--- config.mk ---
export PLATFORM = sky130hd
export DESIGN_NAME = free_slot_pool_allocator_flat
export DESIGN_NICKNAME = d
export VERILOG_FILES = /design/src/hw/rtl/fspa_pkg.sv /design/src/hw/rtl/fspa_req_if.sv /design/src/hw/rtl/fspa_rsp_if.sv /design/src/hw/rtl/fspa_ctrl.sv /design/src/hw/rtl/fspa_dp.sv /design/src/hw/rtl/free_slot_pool_allocator.sv /design/src/flat_wrapper.sv
export SDC_FILE = /design/constraint.sdc
export NUM_CORES = 1
export LEC_CHECK = 0
export ABC_AREA = 1
export BUFFER_PORTS_ARGS = -buffer_cell sky130_fd_sc_hd__buf_4
export CORE_MARGIN = 8
export CORE_UTILIZATION = 40
export DETAILED_ROUTE_END_ITERATION = 6
export HOLD_SLACK_MARGIN = 0.05
export PLACE_DENSITY_LB_ADDON = 0.08
export SLEW_MARGIN = 30
export SYNTH_ARGS = -nofsm -noshare
export SYNTH_HDL_FRONTEND = slang
export SYNTH_SLANG_ARGS = --single-unit
--- constraint.sdc ---
create_clock -name clk_i -period 7 [get_ports clk_i]
set_input_delay 0.7 -clock clk_i [delete_from_list [all_inputs] [get_ports clk_i]]
set_output_delay 0.7 -clock clk_i [all_outputs]
set_load 0.02 [all_outputs]
--- src/hw/rtl/fspa_pkg.sv ---
package fspa_pkg;

  localparam int SLOTS = 64;
  localparam int PTR_W = $clog2(SLOTS);
  localparam int CNT_W = PTR_W + 1;
  localparam int IDX_W = 7;

  typedef enum logic {
    FUNC_RENT   = 1'b0,
    FUNC_RETURN = 1'b1
  } func_e;

  typedef enum logic [1:0] {
    STAT_GRANTED  = 2'd0,
    STAT_EMPTY    = 2'd1,
    STAT_RETURNED = 2'd2,
    STAT_REJECTED = 2'd3
  } status_e;

  typedef enum logic {
    ST_IDLE = 1'b0,
    ST_EXEC = 1'b1
  } state_e;

  // controller to datapath
  typedef struct packed {
    logic capture;
    logic commit;
  } cmd_t;

  function automatic logic [PTR_W-1:0] ptr_next(input logic [PTR_W-1:0] p);
    return (p == PTR_W'(SLOTS - 1)) ? '0 : p + PTR_W'(1);
  endfunction

endpackage

--- src/hw/rtl/fspa_req_if.sv ---
interface fspa_req_if
  import fspa_pkg::*;
();
  logic             valid;
  logic             ready;
  func_e            func;
  logic [IDX_W-1:0] slot_index;

  modport source (output valid, func, slot_index, input ready);
  modport sink   (input valid, func, slot_index, output ready);
endinterface

--- src/hw/rtl/fspa_rsp_if.sv ---
interface fspa_rsp_if
  import fspa_pkg::*;
();
  logic             valid;
  logic             ready;
  status_e          status;
  logic [PTR_W-1:0] granted_slot;
  logic [CNT_W-1:0] free_count;

  modport source (output valid, status, granted_slot, free_count, input ready);
  modport sink   (input valid, status, granted_slot, free_count, output ready);
endinterface

--- src/hw/rtl/fspa_ctrl.sv ---
module fspa_ctrl
  import fspa_pkg::*;
(
  input  logic clk_i,
  input  logic rst_ni,
  input  logic in_valid_i,
  output logic in_ready_o,
  output logic out_valid_o,
  input  logic out_ready_i,
  output cmd_t cmd_o
);

  state_e state_q, state_d;
  logic   out_vld_q, out_vld_d;

  always_ff @(posedge clk_i or negedge rst_ni) begin
    if (!rst_ni) begin
      state_q   <= ST_IDLE;
      out_vld_q <= 1'b0;
    end else begin
      state_q   <= state_d;
      out_vld_q <= out_vld_d;
    end
  end

  always_comb begin
    state_d     = state_q;
    cmd_o       = '0;
    in_ready_o  = 1'b0;
    out_vld_d   = out_vld_q && !out_ready_i;
    unique case (state_q)
      ST_IDLE: begin
        in_ready_o    = 1'b1;
        cmd_o.capture = in_valid_i;
        if (in_valid_i) state_d = ST_EXEC;
      end
      ST_EXEC: begin
        // wait for the result register to drain
        if (!out_vld_q || out_ready_i) begin
          cmd_o.commit = 1'b1;
          out_vld_d    = 1'b1;
          state_d      = ST_IDLE;
        end
      end
      default: state_d = ST_IDLE;
    endcase
  end

  assign out_valid_o = out_vld_q;

`ifndef ASSERT_OFF
  a_commit_loads: assert property (@(posedge clk_i) disable iff (!rst_ni)
    cmd_o.commit |=> out_vld_q)
    else $error("commit did not load result register");
  a_one_per_item: assert property (@(posedge clk_i) disable iff (!rst_ni)
    cmd_o.capture |=> !cmd_o.capture)
    else $error("second item captured before commit");
  a_out_hold: assert property (@(posedge clk_i) disable iff (!rst_ni)
    (out_vld_q && !out_ready_i) |=> out_vld_q)
    else $error("result dropped while stalled");
`endif

endmodule

--- src/hw/rtl/fspa_dp.sv ---
module fspa_dp
  import fspa_pkg::*;
(
  input  logic             clk_i,
  input  logic             rst_ni,
  input  cmd_t             cmd_i,
  input  func_e            func_i,
  input  logic [IDX_W-1:0] slot_index_i,
  input  logic             cfg_we_i,
  input  logic [CNT_W-1:0] cfg_data_i,
  output status_e          status_o,
  output logic [PTR_W-1:0] granted_slot_o,
  output logic [CNT_W-1:0] free_count_o
);

  logic [PTR_W-1:0] ring_q [SLOTS];
  logic [SLOTS-1:0] vld_q;
  logic [PTR_W-1:0] head_q, tail_q;
  logic [CNT_W-1:0] total_q, pool_q;
  func_e            func_q;
  logic [IDX_W-1:0] slot_q;
  logic [PTR_W-1:0] rd_q;
  logic             rd_vld_q;
  status_e          status_q;
  logic [PTR_W-1:0] grant_q;
  logic [CNT_W-1:0] count_q;

  logic [CNT_W-1:0] pool_d;
  logic [PTR_W-1:0] head_slot;
  logic             do_rent, do_return, reject;

  // clamp the written count to 1..SLOTS
  always_comb begin
    priority if (cfg_data_i == '0)               pool_d = CNT_W'(1);
    else if (cfg_data_i > CNT_W'(SLOTS))         pool_d = CNT_W'(SLOTS);
    else                                         pool_d = cfg_data_i;
  end

  // entries never written since refill hold their own index
  assign head_slot = rd_vld_q ? rd_q : head_q;

  assign reject    = (CNT_W'(slot_q) >= pool_q) || (total_q >= pool_q);
  assign do_rent   = cmd_i.commit && (func_q == FUNC_RENT) && (total_q != '0);
  assign do_return = cmd_i.commit && (func_q == FUNC_RETURN) && !reject;

  always_ff @(posedge clk_i) begin
    rd_q     <= ring_q[head_q];
    rd_vld_q <= vld_q[head_q];
    if (do_return) ring_q[tail_q] <= slot_q[PTR_W-1:0];
    if (cmd_i.capture) begin
      func_q <= func_i;
      slot_q <= slot_index_i;
    end
    if (cmd_i.commit) begin
      if (func_q == FUNC_RENT) begin
        status_q <= (total_q == '0) ? STAT_EMPTY : STAT_GRANTED;
        grant_q  <= (total_q == '0) ? '0 : head_slot;
        count_q  <= (total_q == '0) ? total_q : total_q - CNT_W'(1);
      end else begin
        status_q <= reject ? STAT_REJECTED : STAT_RETURNED;
        grant_q  <= '0;
        count_q  <= reject ? total_q : total_q + CNT_W'(1);
      end
    end
  end

  always_ff @(posedge clk_i or negedge rst_ni) begin
    if (!rst_ni) begin
      vld_q   <= '0;
      head_q  <= '0;
      tail_q  <= '0;
      total_q <= CNT_W'(SLOTS);
      pool_q  <= CNT_W'(SLOTS);
    end else if (cfg_we_i) begin
      vld_q   <= '0;
      head_q  <= '0;
      tail_q  <= (pool_d == CNT_W'(SLOTS)) ? '0 : pool_d[PTR_W-1:0];
      total_q <= pool_d;
      pool_q  <= pool_d;
    end else begin
      if (do_rent) begin
        head_q  <= ptr_next(head_q);
        total_q <= total_q - CNT_W'(1);
      end
      if (do_return) begin
        vld_q[tail_q] <= 1'b1;
        tail_q        <= ptr_next(tail_q);
        total_q       <= total_q + CNT_W'(1);
      end
    end
  end

  assign status_o       = status_q;
  assign granted_slot_o = grant_q;
  assign free_count_o   = count_q;

`ifndef ASSERT_OFF
  a_total_bound: assert property (@(posedge clk_i) disable iff (!rst_ni)
    total_q <= pool_q)
    else $error("free total above pool size");
  a_pool_range: assert property (@(posedge clk_i) disable iff (!rst_ni)
    (pool_q >= CNT_W'(1)) && (pool_q <= CNT_W'(SLOTS)))
    else $error("pool size out of range");
  a_ring_span: assert property (@(posedge clk_i) disable iff (!rst_ni)
    PTR_W'(tail_q - head_q) == total_q[PTR_W-1:0])
    else $error("ring pointers disagree with free total");
`endif

endmodule

--- src/hw/rtl/free_slot_pool_allocator.sv ---
// channel  dir  handshake       payload
// req      in   valid / ready   func, slot_index
// rsp      out  valid / ready   status, granted_slot, free_count
// cfg      in   cfg_we_i        cfg_data_i (pool_count)
//
// each item is handled in order: first the free ring is read at the head pointer into its
// output register, then pointers, ring and the result register are updated.
// after reset the pool holds all slots in order; a pool_count write refills it at once.
// a new item is taken while the previous result still waits; the update stalls
// only while the result register is full and not being taken.
module free_slot_pool_allocator
  import fspa_pkg::*;
(
  input  logic             clk_i,
  input  logic             rst_ni,
  fspa_req_if.sink         req,
  fspa_rsp_if.source       rsp,
  input  logic             cfg_we_i,
  input  logic [CNT_W-1:0] cfg_data_i
);

  cmd_t cmd;

  fspa_ctrl u_ctrl (
    .clk_i       (clk_i),
    .rst_ni      (rst_ni),
    .in_valid_i  (req.valid),
    .in_ready_o  (req.ready),
    .out_valid_o (rsp.valid),
    .out_ready_i (rsp.ready),
    .cmd_o       (cmd)
  );

  fspa_dp u_dp (
    .clk_i          (clk_i),
    .rst_ni         (rst_ni),
    .cmd_i          (cmd),
    .func_i         (req.func),
    .slot_index_i   (req.slot_index),
    .cfg_we_i       (cfg_we_i),
    .cfg_data_i     (cfg_data_i),
    .status_o       (rsp.status),
    .granted_slot_o (rsp.granted_slot),
    .free_count_o   (rsp.free_count)
  );

endmodule

--- src/flat_wrapper.sv ---
// flat-port wrapper written by rule: the top's interface ports become plain ports
module free_slot_pool_allocator_flat import fspa_pkg::*;
  (clk_i, rst_ni, cfg_we_i, cfg_data_i, req_valid, req_func, req_slot_index, req_ready, rsp_valid, rsp_status, rsp_granted_slot, rsp_free_count, rsp_ready);
  fspa_req_if req_i ();
  fspa_rsp_if rsp_i ();
  input  logic clk_i;
  input  logic rst_ni;
  input  logic cfg_we_i;
  input  logic [CNT_W-1:0] cfg_data_i;
  input wire logic [$bits(req_i.valid)-1:0] req_valid;
  input wire logic [$bits(req_i.func)-1:0] req_func;
  input wire logic [$bits(req_i.slot_index)-1:0] req_slot_index;
  output wire logic [$bits(req_i.ready)-1:0] req_ready;
  output wire logic [$bits(rsp_i.valid)-1:0] rsp_valid;
  output wire logic [$bits(rsp_i.status)-1:0] rsp_status;
  output wire logic [$bits(rsp_i.granted_slot)-1:0] rsp_granted_slot;
  output wire logic [$bits(rsp_i.free_count)-1:0] rsp_free_count;
  input wire logic [$bits(rsp_i.ready)-1:0] rsp_ready;
  assign req_i.valid = req_valid;
  assign req_i.func = req_func;
  assign req_i.slot_index = req_slot_index;
  assign req_ready = req_i.ready;
  assign rsp_valid = rsp_i.valid;
  assign rsp_status = rsp_i.status;
  assign rsp_granted_slot = rsp_i.granted_slot;
  assign rsp_free_count = rsp_i.free_count;
  assign rsp_i.ready = rsp_ready;
  free_slot_pool_allocator u_core (.clk_i(clk_i), .rst_ni(rst_ni), .req(req_i), .rsp(rsp_i), .cfg_we_i(cfg_we_i), .cfg_data_i(cfg_data_i));
endmodule
==> Flow_metrics.wiki, run 1 <==
{| class="wikitable"
! Metric !! Value
|-
| Status || completed
|-
| Leakage power summed over all cells || 9.40 nW
|-
| Most instantiated cells after synthesis || sky130_fd_sc_hd__edfxtp_1 (407), sky130_fd_sc_hd__nand2_1 (377), sky130_fd_sc_hd__nor2_1 (253), sky130_fd_sc_hd__inv_1 (179), sky130_fd_sc_hd__o21ai_0 (170)
|-
| Post-route ant nets || 0
|-
| Via count of the first global-routing pass || around 15000
|-
| Number of buffers added by the clock tree synthesis step || 54
|-
| Post-Synthesis Cell Area || 21900 um^2
|-
| Wire length after detailed routing || 60.1 mm
|-
| Initial antenna violation count || 0
|-
| DRC violations left || 0
|-
| Type of the tightest min-delay check || primary input to asynchronous set/reset pin
|-
| Share of synthesized area occupied by flip-flops and latches || 0.669
|-
| Total GRT Usage || 0.191
|-
| Asr flop ratio synth || 0.182
|-
| Cell types occupying the most area after synthesis || sky130_fd_sc_hd__edfxtp_1 (56%), sky130_fd_sc_hd__dfrtp_1 (10%), sky130_fd_sc_hd__nand2_1 (6.5%)
|-
| Worst skew pair latency || 0.60 ns
|-
| Number of resized instances in the post-cts repair step || 0
|-
| Number of antenna diodes || 0
|-
| Overall overflow remaining after global route || 0
|-
| Kind of end point of the critical path || register
|-
| Crit path max fanout || 65
|-
| Std-Cell Core Area || 54700 um^2
|-
| Count of standard-cell rows || 86
|-
| Worst IR Drop VDD || 201 uV
|-
| Number of levels the H-tree was split into || 2
|-
| Starting density of the core || 0.401
|-
| Final weighted congestion in routability-driven placement || 0.817
|-
| Die span in y || ~250 um
|-
| Via count || 14766
|-
| Data required time at the worst endpoint || 7.24 ns
|-
| Number of nets produced by synthesis || 2106
|-
| I/O pin count || 37
|-
| Number of filler cells placed in the layout || 5208
|-
| Number of hold buffers added after CTS || 0
|-
| Syn_area_per_cell || 10.6 um^2
|-
| Horizontal extent of the die || 250 um
|-
| Wire length of the first global-routing pass || 91.7 mm
|-
| Count of yosys warnings during synthesis || 0
|-
| Area of combinational cells with multiple inputs || 6020 um^2
|-
| FF-to-FF path depth || 10
|-
| Clock tree from TritonCTS || yes
|-
| R2R setup slack || 3.30 ns
|-
| Routed wire per std cell || 21.2 um
|-
| WP data arrival || a little under 4 ns
|-
| Endpoint of the worst register-to-register path || u_core.u_dp.ring_q[8][1]
|-
| Final-layout setup total negative slack || 0 ns
|-
| Flip-flop and latch count after synthesis || 506
|-
| Highest achievable clock rate || 0.270 GHz
|-
| Setup bufs post-CTS || 0
|-
| Pwr dens || between 300 and 400 nW/um^2
|-
| Worst r2r src || u_core.u_dp.slot_q[1]
|-
| EDFF count, synth || between 400 and 500
|-
| DIE AREA || 62600 um^2
|-
| Post-synth top area share || 0.557
|-
| Fraction of final layout cells with drive strength greater than 1 || 0.0895
|-
| Cell count after synthesis || 2067
|-
| Pre-antenna DRT Iters || 5
|-
| Sinks on the clock net || 506
|-
| Max Root-Sink Buffers || 3
|-
| Cell taking the most area after synthesis || sky130_fd_sc_hd__edfxtp_1
|-
| Final Hold Violating Endpoints || 0
|-
| Buffer cell driving the clock tree root || sky130_fd_sc_hd__clkbuf_16
|-
| Detailed placement HPWL || 36.8 mm
|-
| Final min period || 3.70 ns
|-
| Final setup vio count || 0
|-
| Crit path launch type || register
|-
| Number of maximum-capacitance violations || 0
|-
| Number of violations reported at the end of detailed-routing iteration 0 || 1008
|-
| Net count reported at finish || 2119
|-
| Unrepaired setup endpoints after global routing || false
|-
| Max-slew violations || 0
|-
| Number of distinct standard cells referenced by the synthesized netlist || 39
|-
| Setup skew after layout || around 0.024 ns
|-
| Transition time at the pin with the least slew margin || 0.977 ns
|-
| Largest net degree at the start of global routing || 95
|-
| Leading cell type by number of instances after synthesis || sky130_fd_sc_hd__edfxtp_1
|-
| Area occupied by registers || 14700 um^2
|-
| Per-cell via count in the routed design || 5.22
|-
| Synth Flop Type || sky130_fd_sc_hd__edfxtp_1
|-
| Share of the cycle needed by the critical path after routing || 0.529
|-
| Syn-to-layout area delta || 11.7%
|-
| Clock transition at the registers of the reported paths || 0.06 ns
|-
| CP Class || register to register
|-
| Max-slew headroom at the worst pin || 0.346
|-
| Count of input and output buffers || 36
|-
| Utilization after layout || 0.448
|}
==> critical path: stages, from the launching register on <==
cell                       delay [ns]
sky130_fd_sc_hd__edfxtp_1        0.32
sky130_fd_sc_hd__buf_4           0.59
sky130_fd_sc_hd__ha_1            0.38
sky130_fd_sc_hd__nand3_1         0.11
sky130_fd_sc_hd__nand2_2         0.07
sky130_fd_sc_hd__o21ai_4         0.27
sky130_fd_sc_hd__nand4_4         0.28
sky130_fd_sc_hd__buf_4           0.36
sky130_fd_sc_hd__nor2_4          0.29
sky130_fd_sc_hd__inv_1           0.20
sky130_fd_sc_hd__nor2_1          0.44
==> layer usage <==
metal	GRT usage	wire length [um]	up-vias
li1	-	-	7096
met1	0.258	27300	7293
met2	0.316	28600	288
met3	0.0295	2520	89
met4	0.0567	1650	0
met5	0	0	-
==> logic make-up after synthesis <==
logic type / synth area share
buf+inv: 0.0576
fa+ha+maj: 0.0108
compound gates: 0.111
simple gates: 0.148
flops: 0.669
xor+xnor: 0.00439
==> metrics by stage <==
stage / setup WS, ns / cell area, um^2 / cells / hold WS (ns) / power [mW]
after CTS: 3.24 / 24500 / 2827 / 0.0512 / 7.92
after floorplan: 3.80 / 21900 / 2067 / 0.404 / 4.64
after global routing: 3.00 / 24500 / 2827 / 0.0753 / 8.21
after detailed placement: 3.25 / 22800 / 2728 / 0.488 / 5.19
after global placement: 3.36 / 22800 / 2728 / 0.478 / 5.19
final: 3.30 / 24500 / 2827 / 0.0693 / 7.85
==> cells in the final DEF (no fill, tap or decap), types with 21 or more instances in the layout <==
| cell | count |
|---|---|
| sky130_fd_sc_hd__dfrtp_1 | 88 |
| sky130_fd_sc_hd__a21oi_1 | 160 |
| sky130_fd_sc_hd__o21ai_1 | 35 |
| sky130_fd_sc_hd__o211ai_1 | 38 |
| sky130_fd_sc_hd__clkbuf_16 | 55 |
| sky130_fd_sc_hd__nor2_1 | 252 |
| sky130_fd_sc_hd__nand2_1 | 376 |
| sky130_fd_sc_hd__o21ai_0 | 170 |
| sky130_fd_sc_hd__clkbuf_1 | 21 |
| sky130_fd_sc_hd__o22ai_1 | 29 |
| sky130_fd_sc_hd__edfxtp_1 | 407 |
| sky130_fd_sc_hd__buf_4 | 61 |
| sky130_fd_sc_hd__nand3_1 | 73 |
| sky130_fd_sc_hd__inv_1 | 179 |
| sky130_fd_sc_hd__nor3_1 | 32 |
==> sequential cells by signal (all words and copies together), names as in the netlist, 7 cells and up <==
register,count
u_core.u_dp.ring_q,384
u_core.u_dp.vld_q,64
u_core.u_dp.free_count_o,7
u_core.u_dp.pool_q,7
u_core.u_dp.slot_q,7
u_core.u_dp.total_q,7
==> power breakdown <==
| group | total (mW) | switching (mW) | internal [mW] |
|---|---|---|---|
| Sequential | 3.58 | 0.109 | 3.47 |
| Combinational | 1.54 | 1.12 | 0.415 |
| Clock | 2.73 | 1.15 | 1.58 |
| Total | 7.85 | 2.39 | 5.46 |
==> final cells by class <==
type | instances | area share
multi-input combinational | 1251 | 0.246
clock buffer | 82 | 0.0628
timing repair buffer | 64 | 0.0201
inverter | 203 | 0.0314
sequential | 506 | 0.599
tap | 704 | 0.0359
clock inverter | 17 | 0.00531
==> how the worst max path moves through the flow <==
stage                                      from                   endpoint  cells after the start  slack (ns)
after floorplan           u_core.u_dp.slot_q[2]  u_core.u_dp.ring_q[42][0]                      8        3.80
after global placement    u_core.u_dp.slot_q[0]  u_core.u_dp.ring_q[16][4]                     11        3.36
after detailed placement  u_core.u_dp.slot_q[5]  u_core.u_dp.ring_q[16][3]                     10        3.25
after CTS                 u_core.u_dp.slot_q[5]  u_core.u_dp.ring_q[16][0]                     10        3.24
after global routing      u_core.u_dp.slot_q[5]   u_core.u_dp.ring_q[8][2]                     10        3.00
final                     u_core.u_dp.slot_q[1]   u_core.u_dp.ring_q[8][1]                     10        3.30
No activity file was read; power rests on OpenSTA's default activity.
==> run 2: changes to the inputs <==
clock period = 3.58 ns   (was 7 ns; I/O delays follow)
==> run 2 against run 1 <==
  * Design area is 1.4% higher
  * Worst setup slack worse by 2.8 ns
  * Total power grew 99%
  * Count of clock-buffer cells in the layout increased by 2
  * Final cell count grew 1.2%
  * Core utilization up 0.63 points
  * Non-clock buffer count grew 29
  * Clock power grew 97%
  * Global-route usage increased by 1.3 points
  * Critical path depth rose by 2
  * Clock skew decreased by 0.013 ns
==> Flow_metrics.wiki, run 2 (synthesis gave the netlist of run 1 again) <==
{| class="wikitable"
! Metric !! Value
|-
| Status || completed (unchanged)
|-
| Starting density of the core || 0.401 (unchanged)
|-
| Capturing instance or port of the critical path || u_core.u_dp.ring_q[50][3] (was u_core.u_dp.ring_q[8][1])
|-
| Worst r2r src || u_core.u_dp.pool_q[6] (was u_core.u_dp.slot_q[1])
|-
| Total GRT Usage || 0.203 (was 0.191)
|-
| Wire length after detailed routing || 64.0 mm (was 60.1 mm)
|-
| Pwr dens || 628 nW/um^2 (was 320 nW/um^2)
|-
| Fraction of final layout cells with drive strength greater than 1 || 0.100 (was 0.0895)
|-
| Max FFs per register || 384 (unchanged)
|-
| Number of filler cells placed in the layout || 5151 (was 5208)
|-
| Detailed placement HPWL || 39.8 mm (was 36.8 mm)
|-
| Utilization after layout || 0.455 (was 0.448)
|-
| Setup bufs post-CTS || 0 (unchanged)
|-
| Min-Delay Path Depth || 4
|-
| Area of placed instances || 23000 um^2 (was 22800 um^2)
|-
| Final Hold Violating Endpoints || 0 (unchanged)
|-
| Max-slew headroom at the worst pin || 0.340 (was 0.346)
|-
| Net load switching power || 4.86 mW (was 2.39 mW)
|-
| Number of buffers added by the clock tree synthesis step || 56 (was 54)
|-
| Most flops, register || u_core.u_dp.ring_q (unchanged)
|-
| Clock transition at the registers of the reported paths || 0.06 ns (about the same)
|-
| Worst skew pair latency || 0.61 ns (was 0.60 ns)
|-
| R2R setup slack || 0.49 ns (was 3.30 ns)
|-
| Overall overflow remaining after global route || 0 (unchanged)
|-
| Highest achievable clock rate || 0.324 GHz (was 0.270 GHz)
|-
| Number of maximum-capacitance violations || 0 (unchanged)
|-
| Switching share of total power || 0.312 (was 0.304)
|-
| Crit path max fanout || 8 (was 65)
|-
| Type of the tightest min-delay check || primary input to register (was primary input to asynchronous set/reset pin)
|-
| Largest net degree at the start of global routing || 127 (was 95)
|-
| Leakage power summed over all cells || 9.59 nW (was 9.40 nW)
|-
| Max Root-Sink Buffers || 3 (unchanged)
|-
| Final weighted congestion in routability-driven placement || 0.833 (was 0.817)
|-
| Most common cell after layout, fill and taps aside || sky130_fd_sc_hd__edfxtp_1 (unchanged)
|-
| Total internal power || 10.7 mW (was 5.46 mW)
|-
| Setup skew after layout || 0.0106 ns (was 0.0237 ns)
|-
| Number of levels the H-tree was split into || 2 (unchanged)
|-
| Routed wire per std cell || 22.4 um (was 21.2 um)
|-
| WP data arrival || 3.33 ns (was 3.94 ns)
|-
| Buffer cell driving the clock tree root || sky130_fd_sc_hd__clkbuf_16 (unchanged)
|-
| Most frequent cells in the layout || sky130_fd_sc_hd__edfxtp_1 (407), sky130_fd_sc_hd__nand2_1 (377), sky130_fd_sc_hd__nor2_1 (252) (was sky130_fd_sc_hd__edfxtp_1 (407), sky130_fd_sc_hd__nand2_1 (376), sky130_fd_sc_hd__nor2_1 (252))
|-
| Data required time at the worst endpoint || 3.83 ns (was 7.24 ns)
|-
| Number of antenna diodes || 0 (unchanged)
|-
| Die span in y || 250 um (unchanged)
|-
| Initial antenna violation count || 0 (unchanged)
|-
| DRC violations left || 0 (unchanged)
|-
| Transition time at the pin with the least slew margin || 0.990 ns (was 0.977 ns)
|-
| First element of the critical path || u_core.u_dp.pool_q[6] (was u_core.u_dp.slot_q[1])
|-
| Wire length of the first global-routing pass || 96.8 mm (was 91.7 mm)
|-
| DIE AREA || 62600 um^2 (unchanged)
|-
| Largest registers ranked by flip-flop count || u_core.u_dp.ring_q (384), u_core.u_dp.vld_q (64) (unchanged)
|-
| Worst IR Drop VDD || 448 uV (was 201 uV)
|-
| Syn-to-layout area delta || 13.3% (was 11.7%)
|-
| Crit path launch type || register (unchanged)
|-
| Final-layout setup total negative slack || 0 ns (unchanged)
|-
| Share of the cycle needed by the critical path after routing || 0.863 (was 0.529)
|-
| Non-Filler Cell Area, Final || 24800 um^2 (was 24500 um^2)
|-
| Kind of end point of the critical path || register (unchanged)
|-
| Via count || 15166 (was 14766)
|-
| Net count reported at finish || 2150 (was 2119)
|-
| Via count of the first global-routing pass || 15444 (was 14968)
|-
| Number of resized instances in the post-cts repair step || 0 (unchanged)
|-
| Count of input and output buffers || 36 (unchanged)
|-
| Post-route ant nets || 0 (unchanged)
|-
| Per-cell via count in the routed design || 5.30 (was 5.22)
|-
| Unrepaired setup endpoints after global routing || false (unchanged)
|-
| Sinks on the clock net || 506 (unchanged)
|-
| FF-to-FF path depth || 12 (was 10)
|-
| Final min period || 3.09 ns (was 3.70 ns)
|-
| Number of violations reported at the end of detailed-routing iteration 0 || 1269 (was 1008)
|-
| Fraction of power consumed by combinational cells || 0.205 (was 0.196)
|-
| Portion of total power attributed to the clock network || 0.344 (was 0.348)
|-
| Std-Cell Core Area || 54700 um^2 (unchanged)
|-
| Overall power consumption || 15.6 mW (was 7.85 mW)
|-
| I/O pin count || 37 (unchanged)
|-
| Max-slew violations || 0 (unchanged)
|-
| CP Class || register to register (unchanged)
|-
| Clock tree from TritonCTS || yes (unchanged)
|-
| Register share of total power || 0.450 (was 0.456)
|-
| Count of standard-cell rows || 86 (unchanged)
|-
| Final setup vio count || 0 (unchanged)
|-
| Start point of the worst min-delay path || cfg_data_i[6]
|-
| Endpoint of the worst register-to-register path || u_core.u_dp.ring_q[50][3] (was u_core.u_dp.ring_q[8][1])
|-
| Pre-antenna DRT Iters || 5 (unchanged)
|-
| Horizontal extent of the die || 250 um (unchanged)
|}
run 2: changes by cell type in the layout (fill, tap and decap cells not counted), moves of 2 or more:
cell and delta:
sky130_fd_sc_hd__dlygate4sd3_1 +13, sky130_fd_sc_hd__buf_4 +12, sky130_fd_sc_hd__clkinv_2 +9, sky130_fd_sc_hd__buf_12 +6
sky130_fd_sc_hd__clkinv_1 -4, sky130_fd_sc_hd__nor3_1 -4, sky130_fd_sc_hd__nor3_2 +4, sky130_fd_sc_hd__clkbuf_1 +3
sky130_fd_sc_hd__clkbuf_8 -3, sky130_fd_sc_hd__buf_6 -2, sky130_fd_sc_hd__clkbuf_16 +2, sky130_fd_sc_hd__inv_2 +2
run 2: repair_timing:
action,in CTS,in global routing
setup endpoints to repair,0,0
hold buffers,13,0
endpoints found under the hold margin,69,0
run 2: critical path: stages, from the launching register on:
cell and delay [ns]:
sky130_fd_sc_hd__dfstp_2 0.51, sky130_fd_sc_hd__inv_1 0.06, sky130_fd_sc_hd__ha_1 0.29, sky130_fd_sc_hd__nand2_1 0.13, sky130_fd_sc_hd__inv_2 0.04, sky130_fd_sc_hd__nand2_1 0.05
sky130_fd_sc_hd__o21ai_0 0.07, sky130_fd_sc_hd__nor2_1 0.23, sky130_fd_sc_hd__nand4_4 0.34, sky130_fd_sc_hd__buf_4 0.30, sky130_fd_sc_hd__inv_2 0.18, sky130_fd_sc_hd__nand2_1 0.09
sky130_fd_sc_hd__nor2_1 0.44
run 2: stage by stage:
step | hold WS, ns | setup WS [ns] | std cells
after floorplan | 0.0624 | 0.376 | 2067
after global placement | 0.484 | 0.534 | 2744
after detailed placement | 0.491 | 0.534 | 2744
after CTS | 0.0720 | 0.508 | 2861
after global routing | 0.112 | 0.340 | 2861
final | 0.0892 | 0.492 | 2861
run 2: worst min-delay path by stage:
stage,end
global route,u_core.u_dp.pool_q[4]
finish,u_core.u_dp.pool_q[2]
global placement,u_core.u_dp.vld_q[31]
CTS,u_core.u_dp.pool_q[2]
detailed placement,u_core.u_ctrl.out_valid_o
floorplan,u_core.u_ctrl.out_valid_o
run 2: power groups by stage:
stage / Sequential (mW) / Clock, mW / Combinational, mW
finish: 7.02 / 5.37 / 3.20
global route: 7.06 / 5.70 / 3.53
global placement: 7.13 / 0 / 3.25
CTS: 7.02 / 5.48 / 3.23
floorplan: 7.20 / 0 / 1.87
detailed placement: 7.14 / 0 / 3.21
run 2: metal layers:
layer / track usage / vias up / routed length, um
met3: 0.0315 / 86 / 3310
met1: 0.275 / 7524 / 28600
met2: 0.336 / 396 / 30500
met5: 0 / - / 0
met4: 0.0609 / 0 / 1620
li1: - / 7160 / -
run 2: layout make-up:
| type | instances | area (um^2) | share of cell area |
|---|---|---|---|
| clock inverter | 20 | 119 | 0.00478 |
| sequential | 506 | 14700 | 0.591 |
| timing repair buffer | 93 | 810 | 0.0326 |
| multi-input combinational | 1251 | 6040 | 0.243 |
| inverter | 203 | 767 | 0.0309 |
| clock buffer | 84 | 1560 | 0.0627 |
| tap | 704 | 881 | 0.0355 |
